[src/clsr_pkg.sv]
`timescale 1ns / 1ps

package clsr_pkg;

	localparam int TABLE_SIZE_DEF = 32;
	localparam int WARMUP_DEF     = 8;

	localparam int VAL_W  = 31;
	localparam int FRAC_W = 24;
	localparam int MUL_W  = 16;

	localparam logic [VAL_W-1:0] GEN1_MOD  = 31'd2147483563;
	localparam logic [VAL_W-1:0] GEN2_MOD  = 31'd2147483399;
	localparam logic [MUL_W-1:0] GEN1_MUL  = 16'd40014;
	localparam logic [MUL_W-1:0] GEN2_MUL  = 16'd40692;
	localparam logic [VAL_W-1:0] GEN1_RST  = 31'd1;
	localparam logic [VAL_W-1:0] GEN2_RST  = 31'd123456789;
	localparam logic [VAL_W-1:0] WRAP_ADD  = 31'd2147483562;
	localparam logic [FRAC_W-1:0] FRAC_MAX = 24'd16777214;

	// 2^31 - GEN1_MOD, used when scaling to the 0.24 fraction
	localparam logic [31:0] GEN1_FOLD = 32'h8000_0000 - {1'b0, GEN1_MOD};

	typedef struct packed {
		logic seed;      // load both generators from the seed, arm fill counter
		logic warm;      // one warm-up step of generator 1, fill table
		logic step;      // advance both generators
		logic upd;       // combine with table slot, refill slot
		logic out_load;  // capture result into output register
	} ctl_t;

	typedef struct packed {
		logic warm_last; // fill counter at zero: this warm step is the last
	} stat_t;

endpackage

[src/clsr_mulmod.sv]
`timescale 1ns / 1ps

module clsr_mulmod #(
	parameter logic [15:0] MUL = 16'd40014,
	parameter logic [30:0] MOD = 31'd2147483563
) (
	input  logic        clk,
	input  logic [30:0] x,
	output logic [30:0] y
);
	import clsr_pkg::*;

	// modulus is 2^31 - FOLD, FOLD small
	localparam logic [7:0] FOLD = 8'(32'h8000_0000 - {1'b0, MOD});

	logic [46:0] prod_s1;
	logic [23:0] hi_fold;
	logic [31:0] sum;

	always_ff @(posedge clk) begin
		prod_s1 <= {16'b0, x} * {31'b0, MUL};
	end

	always_comb begin
		hi_fold = prod_s1[46:31] * FOLD;
		sum     = {1'b0, prod_s1[30:0]} + {8'b0, hi_fold};
		if (sum >= {1'b0, MOD}) begin
			y = 31'(sum - {1'b0, MOD});
		end else begin
			y = sum[30:0];
		end
	end

endmodule

[src/clsr_datapath.sv]
`timescale 1ns / 1ps

module clsr_datapath #(
	parameter int TABLE_SIZE    = 32,
	parameter int WARMUP_ROUNDS = 8
) (
	input  logic                clk,
	input  logic                arst_n,
	input  clsr_pkg::ctl_t      ctl,
	output clsr_pkg::stat_t     stat,
	input  logic [30:0]         seed_value,
	output logic [30:0]         value_integer,
	output logic [23:0]         value_fraction
);
	import clsr_pkg::*;

	localparam int IDX_W   = $clog2(TABLE_SIZE);
	localparam int CNT_W   = $clog2(TABLE_SIZE + WARMUP_ROUNDS);
	localparam int TOP_CNT = TABLE_SIZE + WARMUP_ROUNDS - 1;
	localparam logic [31:0] SLOT_DIV = 32'(1 + 2147483562 / TABLE_SIZE);

	logic [VAL_W-1:0] gen1_q, gen2_q, last_q, rd_q;
	logic [VAL_W-1:0] gen1_nx, gen2_nx, seed_fix, val;
	logic [CNT_W-1:0] cnt_q;
	logic [TABLE_SIZE-1:0] valid_q;
	logic [VAL_W-1:0] mem [TABLE_SIZE];

	logic [IDX_W-1:0] q0_q, slot_q, slot_nx;
	logic [31+IDX_W:0] slot_prod;
	logic [31:0] bound;
	logic [IDX_W:0] slot_est;

	logic wr_en;
	logic [IDX_W-1:0] wr_addr;
	logic [VAL_W-1:0] wr_data;

	logic [32:0] diff, diff_wrap;
	logic [23:0] f0;
	logic [31:0] f_lhs, f_rhs;
	logic [24:0] f_sum;
	logic [23:0] frac;
	logic [30:0] int_q;
	logic [23:0] frac_q;

	clsr_mulmod #(.MUL(GEN1_MUL), .MOD(GEN1_MOD)) u_gen1 (
		.clk (clk),
		.x   (gen1_q),
		.y   (gen1_nx)
	);

	clsr_mulmod #(.MUL(GEN2_MUL), .MOD(GEN2_MOD)) u_gen2 (
		.clk (clk),
		.x   (gen2_q),
		.y   (gen2_nx)
	);

	assign seed_fix       = (seed_value == '0) ? GEN1_RST : seed_value;
	assign stat.warm_last = (cnt_q == '0);

	// slot = last / SLOT_DIV: last*N >> 31 is low by at most one
	always_comb begin
		slot_prod = {{(IDX_W+1){1'b0}}, last_q} * (32+IDX_W)'(TABLE_SIZE);
		bound     = (32'(q0_q) + 32'd1) * SLOT_DIV;
		slot_est  = {1'b0, q0_q} + (IDX_W+1)'({1'b0, last_q} >= bound);
		if (slot_est >= (IDX_W+1)'(TABLE_SIZE)) begin
			slot_nx = IDX_W'(TABLE_SIZE - 1);
		end else begin
			slot_nx = slot_est[IDX_W-1:0];
		end
	end

	always_ff @(posedge clk or negedge arst_n) begin
		if (!arst_n) begin
			q0_q   <= '0;
			slot_q <= '0;
		end else begin
			q0_q   <= slot_prod[30+IDX_W:31];
			slot_q <= slot_nx;
		end
	end

	always_comb begin
		diff      = {2'b0, rd_q} - {2'b0, gen2_q};
		diff_wrap = diff + {2'b0, WRAP_ADD};
		if (diff[32] || diff == '0) begin
			val = diff_wrap[30:0];
		end else begin
			val = diff[30:0];
		end
	end

	always_comb begin
		wr_en   = 1'b0;
		wr_addr = slot_q;
		wr_data = gen1_q;
		if (ctl.warm) begin
			wr_en   = ({1'b0, cnt_q} < (CNT_W+1)'(TABLE_SIZE));
			wr_addr = cnt_q[IDX_W-1:0];
			wr_data = gen1_nx;
		end else if (ctl.upd) begin
			wr_en = 1'b1;
		end
	end

	always_ff @(posedge clk or negedge arst_n) begin
		if (!arst_n) begin
			gen1_q  <= GEN1_RST;
			gen2_q  <= GEN2_RST;
			last_q  <= '0;
			cnt_q   <= '0;
			valid_q <= '0;
		end else begin
			if (ctl.seed) begin
				gen1_q <= seed_fix;
				gen2_q <= seed_fix;
				cnt_q  <= CNT_W'(TOP_CNT);
			end else if (ctl.warm) begin
				gen1_q <= gen1_nx;
				cnt_q  <= cnt_q - 1'b1;
				if (cnt_q == '0) begin
					last_q <= gen1_nx;
				end
			end else if (ctl.step) begin
				gen1_q <= gen1_nx;
				gen2_q <= gen2_nx;
			end else if (ctl.upd) begin
				last_q <= val;
			end
			if (wr_en) begin
				valid_q[wr_addr] <= 1'b1;
			end
		end
	end

	always_ff @(posedge clk) begin
		if (wr_en) begin
			mem[wr_addr] <= wr_data;
		end
	end

	always_ff @(posedge clk) begin
		rd_q <= valid_q[slot_q] ? mem[slot_q] : '0;
	end

	// floor(last * 2^24 / GEN1_MOD) is last>>7 or one more
	always_comb begin
		f0    = last_q[30:7];
		f_lhs = {8'(8'd128 - {1'b0, last_q[6:0]}), 24'b0};
		f_rhs = ({8'b0, f0} + 32'd1) * GEN1_FOLD;
		f_sum = {1'b0, f0} + 25'(f_lhs <= f_rhs);
		if (f_sum > {1'b0, FRAC_MAX}) begin
			frac = FRAC_MAX;
		end else begin
			frac = f_sum[23:0];
		end
	end

	always_ff @(posedge clk) begin
		if (ctl.out_load) begin
			int_q  <= last_q;
			frac_q <= frac;
		end
	end

	assign value_integer  = int_q;
	assign value_fraction = frac_q;

	a_slot_range: assert property (@(posedge clk) disable iff (!arst_n)
		{1'b0, slot_q} < (IDX_W+1)'(TABLE_SIZE))
		else $error("shuffle slot out of table");

	a_fill_last: assert property (@(posedge clk) disable iff (!arst_n)
		ctl.warm && stat.warm_last |=> last_q == gen1_q)
		else $error("last output not taken from final fill value");

	a_upd_nonzero: assert property (@(posedge clk) disable iff (!arst_n)
		ctl.upd |=> last_q != '0)
		else $error("combined output fell to zero");

endmodule

[src/clsr_ctrl.sv]
`timescale 1ns / 1ps

module clsr_ctrl (
	input  logic            clk,
	input  logic            arst_n,
	input  logic            s_tvalid,
	input  logic            action,
	output logic            s_tready,
	output logic            m_tvalid,
	input  logic            m_tready,
	input  clsr_pkg::stat_t stat,
	output clsr_pkg::ctl_t  ctl
);
	import clsr_pkg::*;

	typedef enum logic [3:0] {
		IDLE,
		WARM_MUL,
		WARM_RED,
		SETTLE_A,
		SETTLE_B,
		DRAW_MUL,
		DRAW_RED,
		DRAW_UPD,
		DRAW_OUT
	} state_t;

	state_t state_q;
	logic   s_tready_q;
	logic   m_tvalid_q;
	logic   s_fire;
	logic   out_free;

	assign s_fire   = s_tvalid && s_tready_q;
	assign out_free = !m_tvalid_q || m_tready;
	assign s_tready = s_tready_q;
	assign m_tvalid = m_tvalid_q;

	always_comb begin
		ctl.seed     = (state_q == IDLE) && s_fire && action;
		ctl.warm     = (state_q == WARM_RED);
		ctl.step     = (state_q == DRAW_RED);
		ctl.upd      = (state_q == DRAW_UPD);
		ctl.out_load = (state_q == DRAW_OUT) && out_free;
	end

	always_ff @(posedge clk or negedge arst_n) begin
		if (!arst_n) begin
			state_q    <= IDLE;
			s_tready_q <= 1'b1;
			m_tvalid_q <= 1'b0;
		end else begin
			if (m_tvalid_q && m_tready && !ctl.out_load) begin
				m_tvalid_q <= 1'b0;
			end
			unique case (state_q)
				IDLE: begin
					if (s_fire) begin
						s_tready_q <= 1'b0;
						state_q    <= action ? WARM_MUL : DRAW_MUL;
					end
				end
				WARM_MUL: state_q <= WARM_RED;
				WARM_RED: begin
					state_q <= stat.warm_last ? SETTLE_A : WARM_MUL;
				end
				// slot index pipeline catches up with the new last output
				SETTLE_A: state_q <= SETTLE_B;
				SETTLE_B: state_q <= DRAW_MUL;
				DRAW_MUL: state_q <= DRAW_RED;
				DRAW_RED: state_q <= DRAW_UPD;
				DRAW_UPD: state_q <= DRAW_OUT;
				DRAW_OUT: begin
					if (out_free) begin
						m_tvalid_q <= 1'b1;
						s_tready_q <= 1'b1;
						state_q    <= IDLE;
					end
				end
				default: state_q <= IDLE;
			endcase
		end
	end

	a_busy_after_accept: assert property (@(posedge clk) disable iff (!arst_n)
		s_fire |=> !s_tready)
		else $error("second beat accepted while busy");

	a_draw_latency: assert property (@(posedge clk) disable iff (!arst_n)
		s_fire && !action |-> ##4 (state_q == DRAW_OUT))
		else $error("draw did not reach output stage in time");

	a_load_shows: assert property (@(posedge clk) disable iff (!arst_n)
		ctl.out_load |=> m_tvalid && s_tready)
		else $error("loaded result not presented");

endmodule

[src/combined_lcg_shuffle_rng_core.sv]
`timescale 1ns / 1ps

// channel | dir | handshake          | payload
// s       | in  | s_tvalid/s_tready  | s_tdata: seed_value; s_tuser: action
// m       | out | m_tvalid/m_tready  | m_tdata: value_integer, value_fraction
//
// A draw runs from accept through generator multiply, modular fold, table
// combine and output load, then returns to accept.
// A reseed adds one warm-up step per table slot and warm-up round, each a
// multiply and a fold on the shared generator-1 unit, then a slot-index settle.
// Reset returns the generators to 1 and 123456789 and marks every table slot
// empty (reads as zero). A stalled result sits in the output register while
// the next beat is accepted; that beat waits at output load until it drains.

module combined_lcg_shuffle_rng_core #(
	parameter int TABLE_SIZE    = clsr_pkg::TABLE_SIZE_DEF,
	parameter int WARMUP_ROUNDS = clsr_pkg::WARMUP_DEF
) (
	input  logic        clk,
	input  logic        arst_n,
	input  logic        s_tvalid,
	output logic        s_tready,
	input  logic [31:0] s_tdata,   // [30:0] seed_value, [31] zero
	input  logic [0:0]  s_tuser,   // [0] action
	output logic        m_tvalid,
	input  logic        m_tready,
	output logic [55:0] m_tdata    // [30:0] value_integer, [54:31] value_fraction, [55] zero
);
	import clsr_pkg::*;

	ctl_t        ctl;
	stat_t       stat;
	logic [30:0] value_integer;
	logic [23:0] value_fraction;

	clsr_ctrl u_ctrl (
		.clk      (clk),
		.arst_n   (arst_n),
		.s_tvalid (s_tvalid),
		.action   (s_tuser[0]),
		.s_tready (s_tready),
		.m_tvalid (m_tvalid),
		.m_tready (m_tready),
		.stat     (stat),
		.ctl      (ctl)
	);

	clsr_datapath #(
		.TABLE_SIZE    (TABLE_SIZE),
		.WARMUP_ROUNDS (WARMUP_ROUNDS)
	) u_dp (
		.clk            (clk),
		.arst_n         (arst_n),
		.ctl            (ctl),
		.stat           (stat),
		.seed_value     (s_tdata[30:0]),
		.value_integer  (value_integer),
		.value_fraction (value_fraction)
	);

	assign m_tdata = {1'b0, value_fraction, value_integer};

endmodule

[config.mk]
export PLATFORM = sky130hd
export DESIGN_NAME = combined_lcg_shuffle_rng_core
export DESIGN_NICKNAME = d
export VERILOG_FILES = /design/src/clsr_pkg.sv /design/src/clsr_mulmod.sv /design/src/clsr_datapath.sv /design/src/clsr_ctrl.sv /design/src/combined_lcg_shuffle_rng_core.sv
export SDC_FILE = /design/constraint.sdc
export NUM_CORES = 2
export LEC_CHECK = 0
export BUFFER_PORTS_ARGS = -buffer_cell sky130_fd_sc_hd__buf_2
export CELL_PAD_IN_SITES_DETAIL_PLACEMENT = 0
export CELL_PAD_IN_SITES_GLOBAL_PLACEMENT = 1
export CORE_ASPECT_RATIO = 1.5
export CORE_MARGIN = 1.5
export CORE_UTILIZATION = 34
export CTS_CLUSTER_SIZE = 28
export DETAILED_ROUTE_END_ITERATION = 8
export GPL_TIMING_DRIVEN = 0
export PLACE_DENSITY_LB_ADDON = 0.1
export REMOVE_ABC_BUFFERS = 1
export SLEW_MARGIN = 20
export SYNTH_ARGS = -nofsm -noshare
export SYNTH_HDL_FRONTEND = slang
export SYNTH_SLANG_ARGS = --single-unit
export TNS_END_PERCENT = 5
[constraint.sdc]
create_clock -name clk -period 14.4 [get_ports clk]
set_input_delay 1.44 -clock clk [delete_from_list [all_inputs] [get_ports clk]]
set_output_delay 1.44 -clock clk [all_outputs]
set_load 0.05 [all_outputs]
==> reports/results.ini <==
[floorplanning]
dieArea_um2 = 238900
initial_core_util = 0.3415
rows = 218
die_height_um = 597.8
core_area_um2 = 234800
die_w_um = 399.5
boundaryPins = 95

[flow_run]
max_cap_viol_count = 0

[timing]
setup_viol = 0
fin_crit_sh = 0.9395
maxSlewViolCount = 0
period_needed_ns = 13.53
rsz0062_at_grt = false
slew_headroom = 0.2817
fin_skew_ns = 0.07732
finalSetupTns_ns = 0
hold_violations = 0
worstMarginPinSlew_ns = 1.048
fmax_mhz = 73.91

[global_routing]
grt-ovfl-total = 0
grt_max_degree = 82
grt.total_usage = 0.2126
grt_pass1_wl_um = 365000
grt_antenna_before_repair = 4
first_global_vias = 51982

[synthesis]
syn_inst = 5930
syn_area_um2 = 80200
yosysMostFrequentCell = edfxtp_1
synthDistinctLibCells = 103
netlist_top_cells_count = edfxtp_1 (1047), inv_1 (759), ha_1 (647)
yosys-top-cells-area = edfxtp_1 (39%), fa_1 (12%), ha_1 (10%), mux4_2 (9.0%), dfrtp_1 (4.0%)
ys_warn_count = 0
synth_edf_count = 1047
synth_seq_area_share = 0.4686
synthArstFlopShare = 0.1117
synth_top_area_share = 0.3920
yosysTopAreaCell = edfxtp_1
postSynthAreaPerCell_um2 = 13.52
ys_seq_elements = 1316
synth_flop_cell = edfxtp_1

[detailed_routing]
drcViolationCount = 0
drtIter0Drc = 3114
wl_um = 250700
viasPerCell = 5.186
antenna_left = 0
drt-pass1-iter-count = 5
wl_per_cell_um = 26.98
vias = 48188

[worst_setup_path]
crit_type = reg -> reg
crit_slowest_cell = dfrtp_1
start_kind = flop
crit_fanout = 14
regToRegSetupSlack_ns = 0.87
cp_common_cell = ha_1
crit_arrival_ns = 14.09
max_stage_delay_ns = 0.71
endpoint_kind = flop
ff2ff_path_depth = 48
crit_required_ns = 14.96

[clock_tree]
h-tree-depth = 4
postCtsHoldBufs = 0
clkTransAtPathRegs_ns = 0.07
clock_latency_ns = 0.83
max-clock-path-buffers = 4
cts_num_sinks = 1316
cts_buffers = 145
cts_root_buffer = clkbuf_16
cts_tree = done

[final_layout]
syn_to_final_growth_pct = 14.13
final_nets = 7283
nFillCells = 22156
final_util = 0.3897
seq_area_um2 = 37600
final_layout_size_suffix_gt1_frac = 0.1474
multi_input_area_um2 = 39620

[hold_path]
min_path_cells = 1
hold_class = reg -> reg

[place]
io_buffer_count = 92
routabilityCongestion = 0.8488
hpwl_um = 191900

[run_status]
status = finished clean

## cell families (layout without fill, tap and decap cells)
group | count (synthesis) | after routing | synth area share
other | 1 | 6 | 0.00004676
AND/OR/NAND/NOR | 1047 | 1047 | 0.06498
buffers and inverters | 938 | 1215 | 0.04445
AO/OA/AOI/OAI | 795 | 795 | 0.06579
flip-flops | 1316 | 1316 | 0.4686
adder cells (fa/ha/maj) | 1144 | 1144 | 0.2250
multiplexers | 368 | 368 | 0.09592
XOR/XNOR | 321 | 321 | 0.03515
## area by class of cell
type | count | share of cell area
timing repair buffer | 204 | 0.03291
sequential | 1316 | 0.4109
inverter | 759 | 0.03113
antenna | 5 | 0.0001367
tap | 3080 | 0.04211
multi-input combinational | 3676 | 0.4328
clock buffer | 182 | 0.04267
clock inverter | 70 | 0.007355
## sequential cells by signal (all words and copies together), names as in the netlist, 5 cells and up
name / flops
u_dp.u_gen1.prod_s1: 46
u_dp.cnt_q: 6
u_dp.rd_q: 31
u_dp.q0_q: 5
u_dp.slot_q: 5
u_dp.value_integer: 31
u_dp.gen1_q: 31
u_dp.last_q: 31
u_dp.mem: 992
u_dp.gen2_q: 31
u_dp.value_fraction: 24
u_dp.valid_q: 32
u_dp.u_gen2.prod_s1: 45
## metrics by stage
| stage | worst slack (ns) | instance area, µm² | hold slack, ns | instances |
|---|---|---|---|---|
| 3_5_place_dp | 0.1381 | 86900 | 0.4476 | 9035 |
| 5_1_grt | 0.2315 | 91520 | 0.4756 | 9288 |
| 4_1_cts | 0.08319 | 91480 | 0.4637 | 9287 |
| 6_report | 0.8708 | 91530 | 0.4632 | 9292 |
| 3_3_place_gp | -7.126 | 83790 | 0.4462 | 8923 |
| 2_1_floorplan | 2.057 | 79480 | 0.4337 | 5751 |
## cell usage in the layout (no fill, tap or decap), types with 34 or more instances in the layout
| master | count |
|---|---|
| nor2b_1 | 40 |
| buf_2 | 91 |
| buf_16 | 44 |
| nand2b_1 | 47 |
| o21a_1 | 34 |
| buf_12 | 64 |
| dfrtp_1 | 122 |
| nor2_1 | 231 |
| nand3_1 | 82 |
| nand4_1 | 40 |
| clkbuf_16 | 151 |
| or2_2 | 48 |
| nor3_1 | 53 |
| xnor2_1 | 199 |
| fa_1 | 497 |
| nand2_1 | 273 |
| a21o_1 | 116 |
| mux2i_1 | 43 |
| and3_1 | 39 |
| xor2_1 | 120 |
| o21ai_0 | 126 |
| dfxtp_1 | 122 |
| a21oi_1 | 206 |
| inv_1 | 759 |
| nor2_4 | 35 |
| mux4_2 | 320 |
| ha_1 | 647 |
| edfxtp_1 | 1047 |
## layer usage
layer  part of all wire  track usage  up-vias
li1                   -            -    21721
met1               0.39       0.2488    25267
met2               0.55       0.4047      872
met3              0.030      0.02052      328
met4              0.031      0.06221        0
met5                  0            0        -
## worst paths after layout
kind / to / start
max: u_dp.value_fraction[0]$_SDFFCE_PN0P_ / u_dp.last_q[11]$_DFFE_PN0P_
min: u_dp.valid_q[14]$_DFFE_PN0N_ / u_dp.valid_q[14]$_DFFE_PN0N_
max reg2reg: u_dp.value_fraction[0]$_SDFFCE_PN0P_ / u_dp.last_q[11]$_DFFE_PN0P_
min reg2reg: u_dp.valid_q[14]$_DFFE_PN0N_ / u_dp.valid_q[14]$_DFFE_PN0N_
max in group asynchronous: u_dp.gen2_q[15]$_DFFE_PN1P_ / arst_n
min in group asynchronous: u_dp.valid_q[27]$_DFFE_PN0N_ / arst_n
## worst max-delay path, delay by kind of cell, from the launching register on
kind                       cells  cell delay [ns]
adders and majority gates      8             2.80
DFF                            1             0.71
xor gates and xnor gates       3             0.74
AOI/OAI and AO/OA             13             2.94
buffers and inverters          3             0.31
and+or+nand+nor               21             5.77
## timing repair
action / 4_1_cts / 5_1_grt
hold endpoints to repair: 0 / 0
endpoints found under the setup margin: 0 / 14
gates resized for setup: 0 / 5
setup buffers: 0 / 0
Power is left out: the tool's default activity adds up to more than one toggle a clock period on the data nets, which glitch-free logic cannot reach.
